**config.mk**
```make
export PLATFORM = sky130hd
export DESIGN_NAME = bfa_front
export DESIGN_NICKNAME = d
export VERILOG_FILES = /design/src/hw/rtl/bitmap_frame_allocator_assert.svh /design/src/hw/rtl/bfa_pkg.sv /design/src/hw/rtl/bfa_front.sv
export SDC_FILE = /design/constraint.sdc
export NUM_CORES = 1
export LEC_CHECK = 0
export BUFFER_PORTS_ARGS = -buffer_cell sky130_fd_sc_hd__buf_4
export CAP_MARGIN = 20
export CORE_ASPECT_RATIO = 0.7
export CORE_MARGIN = 3
export CORE_UTILIZATION = 46
export CTS_BUF_LIST = sky130_fd_sc_hd__clkbuf_4
export DETAILED_ROUTE_END_ITERATION = 8
export GPL_TIMING_DRIVEN = 1
export PLACE_DENSITY = 0.8
export SYNTH_ARGS = -nofsm -noshare
export SYNTH_HDL_FRONTEND = slang
export SYNTH_SLANG_ARGS = --single-unit
```
**constraint.sdc**
```tcl
create_clock -name i_clk -period 1.53 [get_ports i_clk]
set_clock_uncertainty 0.1 [all_clocks]
set_input_delay 0.2295 -clock i_clk [delete_from_list [all_inputs] [get_ports i_clk]]
set_output_delay 0.2295 -clock i_clk [all_outputs]
set_load 0.01 [all_outputs]
```
**src/hw/rtl/bitmap_frame_allocator_assert.svh**
```systemverilog
// ----------------------------------------------------------------------------
// bitmap_frame_allocator_assert.svh
// assertion macros used by the allocator back end (bfa_back)
// ----------------------------------------------------------------------------
`ifndef BITMAP_FRAME_ALLOCATOR_ASSERT_SVH
`define BITMAP_FRAME_ALLOCATOR_ASSERT_SVH
`ifndef NO_ASSERTIONS
`define BFA_ASSERT(lbl, clk, rst_n, prop) \
    lbl: assert property (@(posedge clk) disable iff (!(rst_n)) prop) \
        else $error("bfa assertion failed");
`define BFA_ASSERT_ALWAYS(lbl, clk, prop) \
    lbl: assert property (@(posedge clk) prop) \
        else $error("bfa assertion failed");
`else
`define BFA_ASSERT(lbl, clk, rst_n, prop)
`define BFA_ASSERT_ALWAYS(lbl, clk, prop)
`endif
`endif

```
**src/hw/rtl/bfa_pkg.sv**
```systemverilog
// ----------------------------------------------------------------------------
// bfa_pkg
// shared types and constants of the bitmap frame allocator
// ----------------------------------------------------------------------------
package bfa_pkg;

    localparam int FRAMES        = 1024;
    localparam int FRM_W         = 10;
    localparam int CNT_W         = 11;
    localparam int JOB_SLOTS     = 16;
    localparam int SLOT_W        = 4;
    localparam int PAGES_PER_JOB = 32;
    localparam int PG_W          = 5;

    localparam logic [2:0] ST_OK       = 3'd0;
    localparam logic [2:0] ST_NOSPACE  = 3'd1;
    localparam logic [2:0] ST_TOOLARGE = 3'd2;
    localparam logic [2:0] ST_BUSY     = 3'd3;
    localparam logic [2:0] ST_EMPTY    = 3'd4;

    localparam logic [1:0] OP_ALLOC   = 2'd0;
    localparam logic [1:0] OP_RELEASE = 2'd1;
    localparam logic [1:0] OP_BIG     = 2'd2;

    typedef struct packed {
        logic [1:0]        op;
        logic [SLOT_W-1:0] slot;
        logic [5:0]        cnt;
    } t_req;

endpackage

```
**src/hw/rtl/bfa_front.sv**
```systemverilog
// ----------------------------------------------------------------------------
// bfa_front
// takes request words, tags them by kind and holds them in a two-entry queue
// ----------------------------------------------------------------------------
module bfa_front import bfa_pkg::*; (
    input  logic        i_clk,
    input  logic        i_rst_n,
    input  logic        i_push,
    output logic        o_full,
    input  logic        i_req_type,
    input  logic [3:0]  i_job_slot,
    input  logic [5:0]  i_page_count,
    input  logic        i_clearing,
    output logic        o_q_vld,
    output t_req        o_q_req,
    input  logic        i_q_pop
);

    t_req       r_ent [2];
    logic       r_wp;
    logic       r_rp;
    logic [1:0] r_cnt;
    logic       n_wp;
    logic       n_rp;
    logic [1:0] n_cnt;
    logic       wr;
    logic       rd;
    t_req       req;

    always_comb begin
        req.slot = i_job_slot;
        req.cnt  = i_page_count;
        if (i_req_type) begin
            req.op = OP_RELEASE;
        end else if (i_page_count > 6'(PAGES_PER_JOB)) begin
            req.op = OP_BIG;
        end else begin
            req.op = OP_ALLOC;
        end
    end

    assign o_full  = (r_cnt == 2'd2) || i_clearing;
    assign o_q_vld = (r_cnt != 2'd0);
    assign o_q_req = r_ent[r_rp];
    assign wr      = i_push && !o_full;
    assign rd      = i_q_pop && o_q_vld;

    always_comb begin
        n_wp  = wr ? !r_wp : r_wp;
        n_rp  = rd ? !r_rp : r_rp;
        n_cnt = r_cnt + {1'b0, wr} - {1'b0, rd};
    end

    always_ff @(posedge i_clk) begin
        if (!i_rst_n) begin
            r_wp  <= 1'b0;
            r_rp  <= 1'b0;
            r_cnt <= 2'd0;
        end else begin
            r_wp  <= n_wp;
            r_rp  <= n_rp;
            r_cnt <= n_cnt;
        end
        if (wr) begin
            r_ent[r_wp] <= req;
        end
    end

endmodule

```
# Word level (Yosys, flattened, before mapping)
# Memory sizes are Yosys's and may differ from the RTL's. A register that Yosys moved wholly into a read port is not among the register bits.
# Cells that the tools add are included.
# W data, S select, Z words.
totals:
  mem_bits_rw: 24
  wordCells: 21
  in_bits: 16
  memories: 1
  regBits: 4
mem_list:
  columns: ["name", "words", "width", "read_ports", "rd_ports_with_merged_regs", "write_ports", "line_no", "text"]
  rows:
  - ["r_ent", 2, 12, 1, 1, 1, "bfa_front.sv:19", "t_req r_ent [2];"]
classes:
  magnitude_cmp: 1
  n_reduce_logical: 7
  mux: 6
  eq_ne: 1
  n_addsub: 2
op_table:
  columns: ["op", "n"]
  rows:
  - ["$gt A6 B6 Y1 const B", 1]
  - ["$mux W1", 4]
  - ["$mux W2", 2]
  - ["$logic_not A1 Y1", 3]
  - ["$add A2 B1 Y2", 1]
  - ["$eq A2 B2 Y1 const B", 1]
  - ["$logic_and A1 B1 Y1", 2]
  - ["$reduce_bool A2 Y1", 1]
  - ["$sub A2 B1 Y2", 1]
  - ["$logic_or A1 B1 Y1", 1]

# Depth between registers and ports, before layout
# Gate-level depths: netlist of the first run.
logic_depth:
  ltp_word: 6
  ltp_mapped: 8
  depth_no_buf: 8

# Worst setup path after synthesis of the first run
# OpenSTA, ideal clock, no wires.
synth_path:
  path_type: "reg2reg"
  start: "register r_cnt[0]"
  end: "register r_cnt[1]"
  n_path_buf: 0
  stages_incl_launch_ff: 9
  t_required_ns: 1.315
  t_arrival_ns: 1.484
  synth_period_minus_slack_ns: 1.699
  setup_time_ns: 0.115
  setup_slack_ns: -0.169
  cell_sequence: "dfxtp_1 nand2b_1 nand3b_1 ha_1 inv_1 ha_1 xnor2_1 xnor2_1 and2_1"
synth_between:
  elab_chain_cells: 6
  elab_cells_between_ends: 8
  cone_classes: "add/sub (2); eq/ne (1); reduce/logical (5)"
synth_rtl:
  columns: ["item", "line_no", "text"]
  rows:
  - ["start, declared", "bfa_front.sv:22", "logic [1:0] r_cnt;"]
  - ["start signal, assigned", "bfa_front.sv:62", "r_cnt <= n_cnt;"]
  - ["$eq A2 B2 Y1", "bfa_front.sv:42", "assign o_full = (r_cnt == 2'd2) || i_clearing;"]
  - ["$logic_or A1 B1 Y1", "bfa_front.sv:42", null]
  - ["$logic_not A1 Y1", "bfa_front.sv:45", "assign wr = i_push && !o_full;"]
  - ["$logic_and A1 B1 Y1", "bfa_front.sv:45", null]
  - ["$add A2 B1 Y2", "bfa_front.sv:51", "n_cnt = r_cnt + {1'b0, wr} - {1'b0, rd};"]
  - ["$sub A2 B1 Y2 *", "bfa_front.sv:51", null]
# Every way passes the cells marked *; elsewhere a longest branch is shown, timed or not.
# A chain may end at the register's enable or synchronous reset.

# Worst setup path in the final report of the first run
# Same ends and word-level chain as after synthesis.

==> metrics.txt, run 1 <==
Die Height=between 40 and 50 um; Synth top area share=64.1%; Final nets=140; Post-DP HPWL=1630 um; Crit Reg-Reg Startpoint=r_cnt[0]$_SDFF_PN0_; Distinct cells, synth=19; Setup WS pre-CTS=-150 ps; hold_sp=i_rst_n; PD cells=1370 mW/mm^2; clock group share of total power=about a fifth; die area=0.00308 mm^2; share of cells above drive strength 1=55.3%; worst setup margin=-142 ps; startpoint types=register; switch share=28.3%; Synth Net Count=84; H-tree level count=2; Pre-antenna DRT Iters=4; hold path cells=2; FILL cells=126; core area=0.00222 mm^2; Ys Warns=0; CTS buffer count=5; Post-DRT Antenna Nets=0; Tmin final=1670 ps; Max Slew Vio Count=0; synthesized cell area=0.00112 mm^2; RePlAce Congestion=0.703; outcome=complete, but fails checks; Finished Core Util=80.0%; Syn Inst Count=66; vias per cell=roughly 4.9; routed wire length=between 2000 and 3000 um; main flop type after synthesis=edfxtp_1; Gate power share=39.1%; first-pass GRT wire length=around 3800 um; Area growth syn-to-layout=58.4%; initial drt markers=15; RSZ-0062 raised after global routing=yes; GRT Util Overall=18.5%; Post-synth top cells=24 x edfxtp_1, 12 x mux2_2, 5 x dfxtp_1, 3 x nor2_1, 3 x xnor2_1; part of the power in registers=42.0%; cell-internal power=1.74 mW; Placed Cells=133; CP Data Arrival Time=approximately 1800 ps; Die X=65.1 um; Syn Area/Cell=17.0 um^2; Net Sw Power=between 0.6 and 0.7 mW; number of global-route vias before repair=814; maximum root-to-sink buffer count=2; fmax=roughly 600 MHz; clk_lat worst skew=340 ps; # diodes=0; Critical Path Sink Type=register; # clock sinks=29; Critical Path RT=1670 ps; number of flops mapped to enable cells by yosys=24; Crit Path Class=register to register; register area share after synthesis=73.1%; Pleak=~0.73 nW; IO buf count=29; Worst Hold Path EP=r_cnt[0]$_SDFF_PN0_; asr flop ratio synth=0%; top post-synthesis cells by area=edfxtp_1 64%, mux2_2 12%, dfxtp_1 8.9%; fin cells=roughly 160; Reg2Reg Depth=8; total grt overflow=0; clock slew at reported path FFs=100 ps; max_slew headroom=84.4%; setup violators final=14; Reg2Reg Capture Point=r_cnt[1]$_SDFF_PN0_; Max IR drop VDD=0.863 mV; CTS tree=built; Worst Tran Pin Value=234 ps; largest net degree at the start of global routing=13; worst reg2reg setup slack=-140 ps; initial antenna violation count=0; I/O pins=30; Synth area leader=edfxtp_1; row count=14; Starting Density=50.5%; largest fanout on the critical path=3; most common cell in the synthesized netlist=edfxtp_1; Final Hold Viols=0; post-DR wirelength/cell=17.3 um; DR vias=760; Max-cap violations=0; clk root buf=clkbuf_4; drc violations=0; Tcrit/Tclk final=109%; failing checks=setup timing; worst min path class=primary input to register; Yosys reg bits=29
-- per-layer routing --
layer  track usage, %  vias to the layer above  wire (um)
met5                0                        -          0
met4             9.92                        0         68
met3             5.74                        6        146
met2             35.8                       26       1460
met1             18.7                      376       1010
li1                 -                      352          -
-- worst max-delay path by stage --
stage | from | end | slack, ps | cells after the start
2_1_floorplan | r_cnt[0]$_SDFF_PN0_ | r_cnt[1]$_SDFF_PN0_ | -120 | 8
3_3_place_gp | r_cnt[1]$_SDFF_PN0_ | r_cnt[1]$_SDFF_PN0_ | -70 | 7
3_5_place_dp | r_cnt[0]$_SDFF_PN0_ | r_cnt[1]$_SDFF_PN0_ | -150 | 8
4_1_cts | r_cnt[0]$_SDFF_PN0_ | r_cnt[1]$_SDFF_PN0_ | -130 | 8
5_1_grt | r_cnt[0]$_SDFF_PN0_ | o_q_vld | -210 | 4
6_report | r_cnt[0]$_SDFF_PN0_ | r_cnt[1]$_SDFF_PN0_ | -140 | 8
-- power by group through the flow --
stage                     combinational [mW]  sequential [mW]  clock [mW]
after floorplan                        0.374             1.00           0
after global placement                 0.655             1.01           0
after detailed placement               0.690             1.02           0
after CTS                              0.865             1.01       0.464
after global routing                    1.02             1.03       0.513
final                                  0.951             1.02       0.458
-- state kept, by name, summed over array words and instances (netlist names), named ones only --
register  flops
r_ent        24
r_cnt         2
r_rp          1
r_wp          1
-- through the flow --
step           setup TNS [ps]  power (mW)  cell area, um^2  hold slack [ps]
2_1_floorplan           -2410        1.38             1140              228
3_5_place_dp             -167        1.71             1460              320
5_1_grt                 -2070        2.56             1780             34.2
3_3_place_gp            -73.4        1.66             1460              318
4_1_cts                  -937        2.33             1730             43.5
6_report                -1120        2.43             1780             70.2
-- worst max-delay path, stage by stage, from the launching register on --
cell      delay, ps
dfxtp_2         350
nand2b_4        130
nand3b_1        100
ha_1            300
inv_2            50
ha_4            150
xnor2_2         130
xnor2_1         130
and2_1          150
-- cell families after synthesis --
logic type / count (synthesis) / share of synthesized area, %
flops: 29 / 73.1
buf+inv: 3 / 1.11
mux: 13 / 12.9
compound gates: 1 / 0.668
simple gates: 15 / 7.69
fa+ha+maj: 2 / 2.23
xor+xnor: 3 / 2.34
-- timing repair --
item / 4_1_cts / 5_1_grt
pin swaps: 1 / 5
gates cloned: 0 / 1
hold buffers: 11 / 0
endpoints found under the hold margin: 22 / 0
gates resized for setup: 28 / 4
setup buffers: 1 / 1
setup endpoints to repair: 15 / 27
-- placed cells by master, fill, tap and decap left out, types with 2 or more instances in the layout --
master	count
dlygate4sd3_1	11
buf_6	13
and2_1	2
mux2_4	12
xnor2_1	2
dfxtp_4	2
clkbuf_4	6
nor2_1	2
clkinv_2	2
nand2_1	2
edfxtp_1	24
buf_4	24
dfxtp_1	2
-- cell type report --
class	count	area, um^2	share of cell area (%)
clock buffers	6	45.0	2.53
clock inverters	2	10.0	0.563
flip-flops and latches	29	830	46.6
multi-input cells	34	365	20.5
well taps	32	40.0	2.25
repair buffers	50	482	27.1
inverters	2	7.51	0.422
(Power assumes the default switching activity.)
==> inputs of run 2 (changes only) <==
--- a/config.mk
+++ b/config.mk
@@ -7,13 +7,14 @@
 export LEC_CHECK = 0
 export BUFFER_PORTS_ARGS = -buffer_cell sky130_fd_sc_hd__buf_4
 export CAP_MARGIN = 20
-export CORE_ASPECT_RATIO = 0.7
+export CORE_ASPECT_RATIO = 1.75
 export CORE_MARGIN = 3
 export CORE_UTILIZATION = 46
 export CTS_BUF_LIST = sky130_fd_sc_hd__clkbuf_4
 export DETAILED_ROUTE_END_ITERATION = 8
 export GPL_TIMING_DRIVEN = 1
 export PLACE_DENSITY = 0.8
+export SKIP_CTS_REPAIR_TIMING = 1
 export SYNTH_ARGS = -nofsm -noshare
 export SYNTH_HDL_FRONTEND = slang
 export SYNTH_SLANG_ARGS = --single-unit
==> metrics.txt, run 2 (synthesized netlist as in run 1, its figures left out) <==
IO buf count=29 (unchanged); CTS buffer count=5 (unchanged); worst setup margin=-162 ps (was -142 ps); FILL cells=147 (was 126); Max-cap violations=0 (unchanged); # diodes=0 (unchanged); largest fanout on the critical path=3 (unchanged); Tcrit/Tclk final=111% (was 109%); fin cells=149 (was 155); share of cells above drive strength 1=56.5% (was 55.3%); die area=0.00310 mm^2 (was 0.00308 mm^2); PD cells=1330 mW/mm^2 (was 1370 mW/mm^2); GRT Util Overall=14.5% (was 18.5%); most common cell after layout, fill and taps aside=edfxtp_1; max_slew headroom=82.8% (was 84.4%); RePlAce Congestion=0.664 (was 0.703); max incr delay on CP=350 ps (about the same); post-DR wirelength/cell=15.4 um (was 17.3 um); Worst Tran Pin Value=257 ps (was 234 ps); Largest Register=r_ent (unchanged); Pwr Total=2.37 mW (was 2.43 mW); Final nets=141 (was 140); row count=23 (was 14); CTS tree=built (unchanged); worst path bufs/invs=1 (unchanged); Post-DP HPWL=1490 um (was 1630 um); Die Height=71.4 um (was 47.4 um); startpoint types=register (unchanged); RSZ-0062 raised after global routing=yes (unchanged); Max Slew Vio Count=0 (unchanged); I/O pins=30 (unchanged); Regs by FF count=r_ent (24), r_cnt (2) (unchanged); Setup WS pre-CTS=-129 ps (was -150 ps); Critical Path RT=1650 ps (was 1670 ps); worst min path class=primary input to register (unchanged); clk_lat worst skew=320 ps (was 340 ps); Final Hold Viols=0 (unchanged); Pleak=0.723 nW (was 0.727 nW); Most Frequent Cell on Critical Path=ha_4; first-pass GRT wire length=3190 um (was 3800 um); CP top delay family=adder cells (unchanged); failing checks=setup timing (unchanged); Starting Density=48.8% (was 50.5%); fmax=591 MHz (was 598 MHz); Critical Path Sink Type=register (unchanged); outcome=complete, but fails checks (unchanged); Finished Core Util=77.3% (was 80.0%); number of global-route vias before repair=731 (was 814); drc violations=0 (unchanged); # clock sinks=29 (unchanged); initial antenna violation count=0 (unchanged); core area=0.00230 mm^2 (was 0.00222 mm^2); total negative slack=-735 ps (was -1120 ps); Placed Cells=129 (was 133); total grt overflow=0 (unchanged); Crit Path Class=register to register (unchanged); Tmin final=1690 ps (was 1670 ps); Post-DRT Antenna Nets=0 (unchanged); largest net degree at the start of global routing=10 (was 13); Pre-antenna DRT Iters=2 (was 4); vias per cell=4.87 (was 4.90); initial drt markers=14 (was 15); Area growth syn-to-layout=58.4% (unchanged); setup violators final=13 (was 14); commonest cells after routing, fill and taps aside=24 x edfxtp_1, 23 x buf_4, 16 x buf_6 (was 24 x buf_4, 24 x edfxtp_1, 13 x buf_6); maximum root-to-sink buffer count=2 (unchanged); DR vias=725 (was 760); slowest CP cell=dfxtp_2 (unchanged); H-tree level count=2 (unchanged); CP cell instances=nand2b_4, nand3b_1, ha_4, inv_2, ha_4, xnor2_2, xnor2_1, and2_1 (was nand2b_4, nand3b_1, ha_1, inv_2, ha_4, xnor2_2, xnor2_1, and2_1); clk root buf=clkbuf_4 (unchanged); CP Data Arrival Time=1810 ps (about the same); Max IR drop VDD=0.921 mV (was 0.863 mV); routed wire length=2290 um (was 2680 um); max reg flops=24 (unchanged); Die X=43.4 um (was 65.1 um); clock slew at reported path FFs=80 ps (was 100 ps)
## run 2: worst paths after layout
kind,slack [ps],cells after the start,from,to
worst max-delay path,-160,8,r_cnt[0]$_SDFF_PN0_,r_cnt[1]$_SDFF_PN0_
worst min-delay path,60,2,i_rst_n,r_rp$_SDFFE_PN0P_
worst max register to register,-160,8,r_cnt[0]$_SDFF_PN0_,r_cnt[1]$_SDFF_PN0_
worst min register to register,390,2,r_wp$_SDFFE_PN0P_,r_wp$_SDFFE_PN0P_
## run 2: metal layers
metal / part of all wire (%) / GRT usage, % / wire length (um) / vias up
met2: 56 / 25.2 / 1290 / 19
li1: - / - / - / 355
met3: 4.2 / 4.27 / 97 / 6
met5: 0 / 0 / 0 / -
met1: 36 / 13.9 / 821 / 345
met4: 3.4 / 10.1 / 78 / 0
## run 2: metrics by stage
step	hold WS [ps]	area (um^2)
2_1_floorplan	228	1140
3_3_place_gp	316	1460
3_5_place_dp	319	1460
4_1_cts	-17.7	1510
5_1_grt	59.3	1780
6_report	60.9	1780
## run 2: area by class of cell
type	count	area [um^2]	share of cell area (%)
Clock inverter	3	12.5	0.703
Clock buffer	5	37.5	2.11
Sequential cell	29	827	46.5
Timing Repair Buffer	51	478	26.9
Inverter	2	7.51	0.422
Tap cell	25	31.3	1.76
Multi-Input combinational cell	34	385	21.7
## run 2: where the power goes
group          internal, mW  switching (mW)
combinational         0.611           0.345
sequential            0.955          0.0507
clock                 0.165           0.243
==> inputs of run 3 (changes only) <==
--- a/config.mk
+++ b/config.mk
@@ -9,11 +9,11 @@
 export CAP_MARGIN = 20
 export CORE_ASPECT_RATIO = 1.75
 export CORE_MARGIN = 3
-export CORE_UTILIZATION = 46
+export CORE_UTILIZATION = 48
 export CTS_BUF_LIST = sky130_fd_sc_hd__clkbuf_4
 export DETAILED_ROUTE_END_ITERATION = 8
 export GPL_TIMING_DRIVEN = 1
-export PLACE_DENSITY = 0.8
+export PLACE_DENSITY = 0.83
 export SKIP_CTS_REPAIR_TIMING = 1
 export SYNTH_ARGS = -nofsm -noshare
 export SYNTH_HDL_FRONTEND = slang
==> metrics.txt, run 3 (synthesized netlist as in run 1, its figures left out) <==
outcome=complete, but fails checks (unchanged); failing checks=setup timing (unchanged); Worst Setup EP=r_cnt[1]$_SDFF_PN0_ (unchanged); I/O pins=30 (unchanged); CP top delay family=adder cells (unchanged); fmax=598 MHz (was 591 MHz); Finished Core Util=81.5% (was 77.3%); clock slew at reported path FFs=80 ps (about the same); maximum root-to-sink buffer count=2 (unchanged); Die X=42.6 um (was 43.4 um); die area=0.00298 mm^2 (was 0.00310 mm^2); Regs by FF count=r_ent (24), r_cnt (2) (unchanged); worst path bufs/invs=1 (unchanged); most common cell after layout, fill and taps aside=buf_4 (was edfxtp_1); total negative slack=-937 ps (was -735 ps); H-tree level count=2 (unchanged); worst min path class=primary input to register (unchanged); Reg2Reg Capture Point=r_cnt[1]$_SDFF_PN0_ (unchanged); Pre-antenna DRT Iters=3 (was 2); clk_lat worst skew=320 ps (about the same); Max IR drop VDD=0.815 mV (was 0.921 mV); # diodes=0 (unchanged); IO buf count=29 (unchanged); Setup WS pre-CTS=-124 ps (was -129 ps); Die Height=70.0 um (was 71.4 um); Final nets=141 (unchanged); Tcrit/Tclk final=109% (was 111%); CTS tree=built (unchanged); total grt overflow=0 (unchanged); worst setup margin=-141 ps (was -162 ps); setup violators final=16 (was 13); Tmin final=1670 ps (was 1690 ps); Largest Register=r_ent (unchanged); PD cells=1370 mW/mm^2 (was 1330 mW/mm^2); Reg2Reg Depth=7 (was 8); Critical Path RT=1650 ps (about the same); Top Metal Used=met4 (unchanged); # clock sinks=29 (unchanged); Max-cap violations=0 (unchanged); max incr delay on CP=360 ps (was 350 ps); startpoint types=register (unchanged); drc violations=0 (unchanged); Post-DRT Antenna Nets=0 (unchanged); Pwr Total=2.42 mW (was 2.37 mW); Worst Tran Pin Value=330 ps (was 257 ps); RSZ-0062 raised after global routing=yes (unchanged); worst reg2reg setup slack=-140 ps (was -160 ps); CP Data Arrival Time=1790 ps (was 1810 ps); WL met1=772 um (was 821 um); Pleak=0.736 nW (was 0.723 nW); largest fanout on the critical path=3 (unchanged); slowest CP cell=dfxtp_4 (was dfxtp_2); GRT Util Overall=15.0% (was 14.5%); core area=0.00217 mm^2 (was 0.00230 mm^2); CTS buffer count=5 (unchanged); Area growth syn-to-layout=57.7% (was 58.4%); hold_sp=i_rst_n (unchanged); crit path launch=r_cnt[1]$_SDFF_PN0_ (was r_cnt[0]$_SDFF_PN0_); Crit Path Class=register to register (unchanged); first-pass GRT wire length=3130 um (was 3190 um); CP cell instances=o21a_1, ha_1, inv_1, ha_2, xnor2_2, xnor2_1, and2_1 (was nand2b_4, nand3b_1, ha_4, inv_2, ha_4, xnor2_2, xnor2_1, and2_1); share of cells above drive strength 1=54.8% (was 56.5%); Met2 Wirelength=1390 um (was 1290 um); max_slew headroom=78.0% (was 82.8%); post-DR wirelength/cell=15.8 um (was 15.4 um); largest net degree at the start of global routing=13 (was 10); clk root buf=clkbuf_4 (unchanged); RePlAce Congestion=0.656 (was 0.664); FILL cells=115 (was 147); Starting Density=51.7% (was 48.8%); Detail Route met3 WL=146 um (was 97 um); row count=22 (was 23); Crit path depth=7 (was 8); vias per cell=4.84 (was 4.87); Max Slew Vio Count=0 (unchanged); Crit Reg-Reg Startpoint=r_cnt[1]$_SDFF_PN0_ (was r_cnt[0]$_SDFF_PN0_); Post-DP HPWL=1510 um (was 1490 um); routed wire length=2340 um (was 2290 um); Critical Path Sink Type=register (unchanged); initial antenna violation count=0 (unchanged); DR vias=717 (was 725); commonest cells after routing, fill and taps aside=25 x buf_4, 24 x edfxtp_1, 13 x buf_6 (was 24 x edfxtp_1, 23 x buf_4, 16 x buf_6); Final Hold Viols=0 (unchanged); number of global-route vias before repair=695 (was 731); initial drt markers=12 (was 14); max reg flops=24 (unchanged)
## run 3: changes by cell type in the layout (fill, tap and decap cells not counted), moves of 2 or more
cell	change
ha_4	-2
nor2_1	+2
clkbuf_4	+3
buf_6	-3
clkinv_1	-2
nor2_2	-2
buf_4	+2
## run 3: worst min-delay path by stage
stage | depth (start not counted) | to | slack, ps
final | 2 | r_rp$_SDFFE_PN0P_ | 70
after global routing | 2 | r_rp$_SDFFE_PN0P_ | 50
after CTS | 1 | r_ent[0][7]$_DFFE_PP_ | -30
after detailed placement | 1 | r_ent[0][7]$_DFFE_PP_ | 320
after global placement | 1 | r_ent[0][7]$_DFFE_PP_ | 320
after floorplan | 0 | r_ent[0][0]$_DFFE_PP_ | 230
## run 3: report_power, final
part           internal [mW]  switching [mW]
sequential             0.957          0.0511
clock                  0.236           0.242
combinational          0.599           0.335
## run 3: metrics by stage
step	instance area [um^2]	std cells	hold slack, ps
2_1_floorplan	1140	66	228
3_3_place_gp	1470	127	317
4_1_cts	1530	135	-34.7
5_1_grt	1770	148	51.3
3_5_place_dp	1470	127	318
6_report	1770	148	70.6
## run 3: area by class of cell
class | instances | area [um^2] | area share [%]
Tap cell | 24 | 30.0 | 1.69
Clock buffer | 8 | 60.1 | 3.39
Inverter | 2 | 7.51 | 0.424
Timing Repair Buffer | 51 | 489 | 27.6
Multi-Input combinational cell | 34 | 355 | 20.1
Sequential cell | 29 | 830 | 46.8
## run 3: layer usage
metal / track usage (%) / up-vias
li1: - / 358
met1: 13.7 / 329
met2: 25.6 / 26
met3: 8.51 / 4
met4: 7.27 / 0
met5: 0 / -
## run 3: worst reg2reg max path, stage by stage, from the launching register on
cell,delay [ps]
dfxtp_4,360
o21a_1,200
ha_1,290
inv_1,40
ha_2,180
xnor2_2,140
xnor2_1,120
and2_1,140
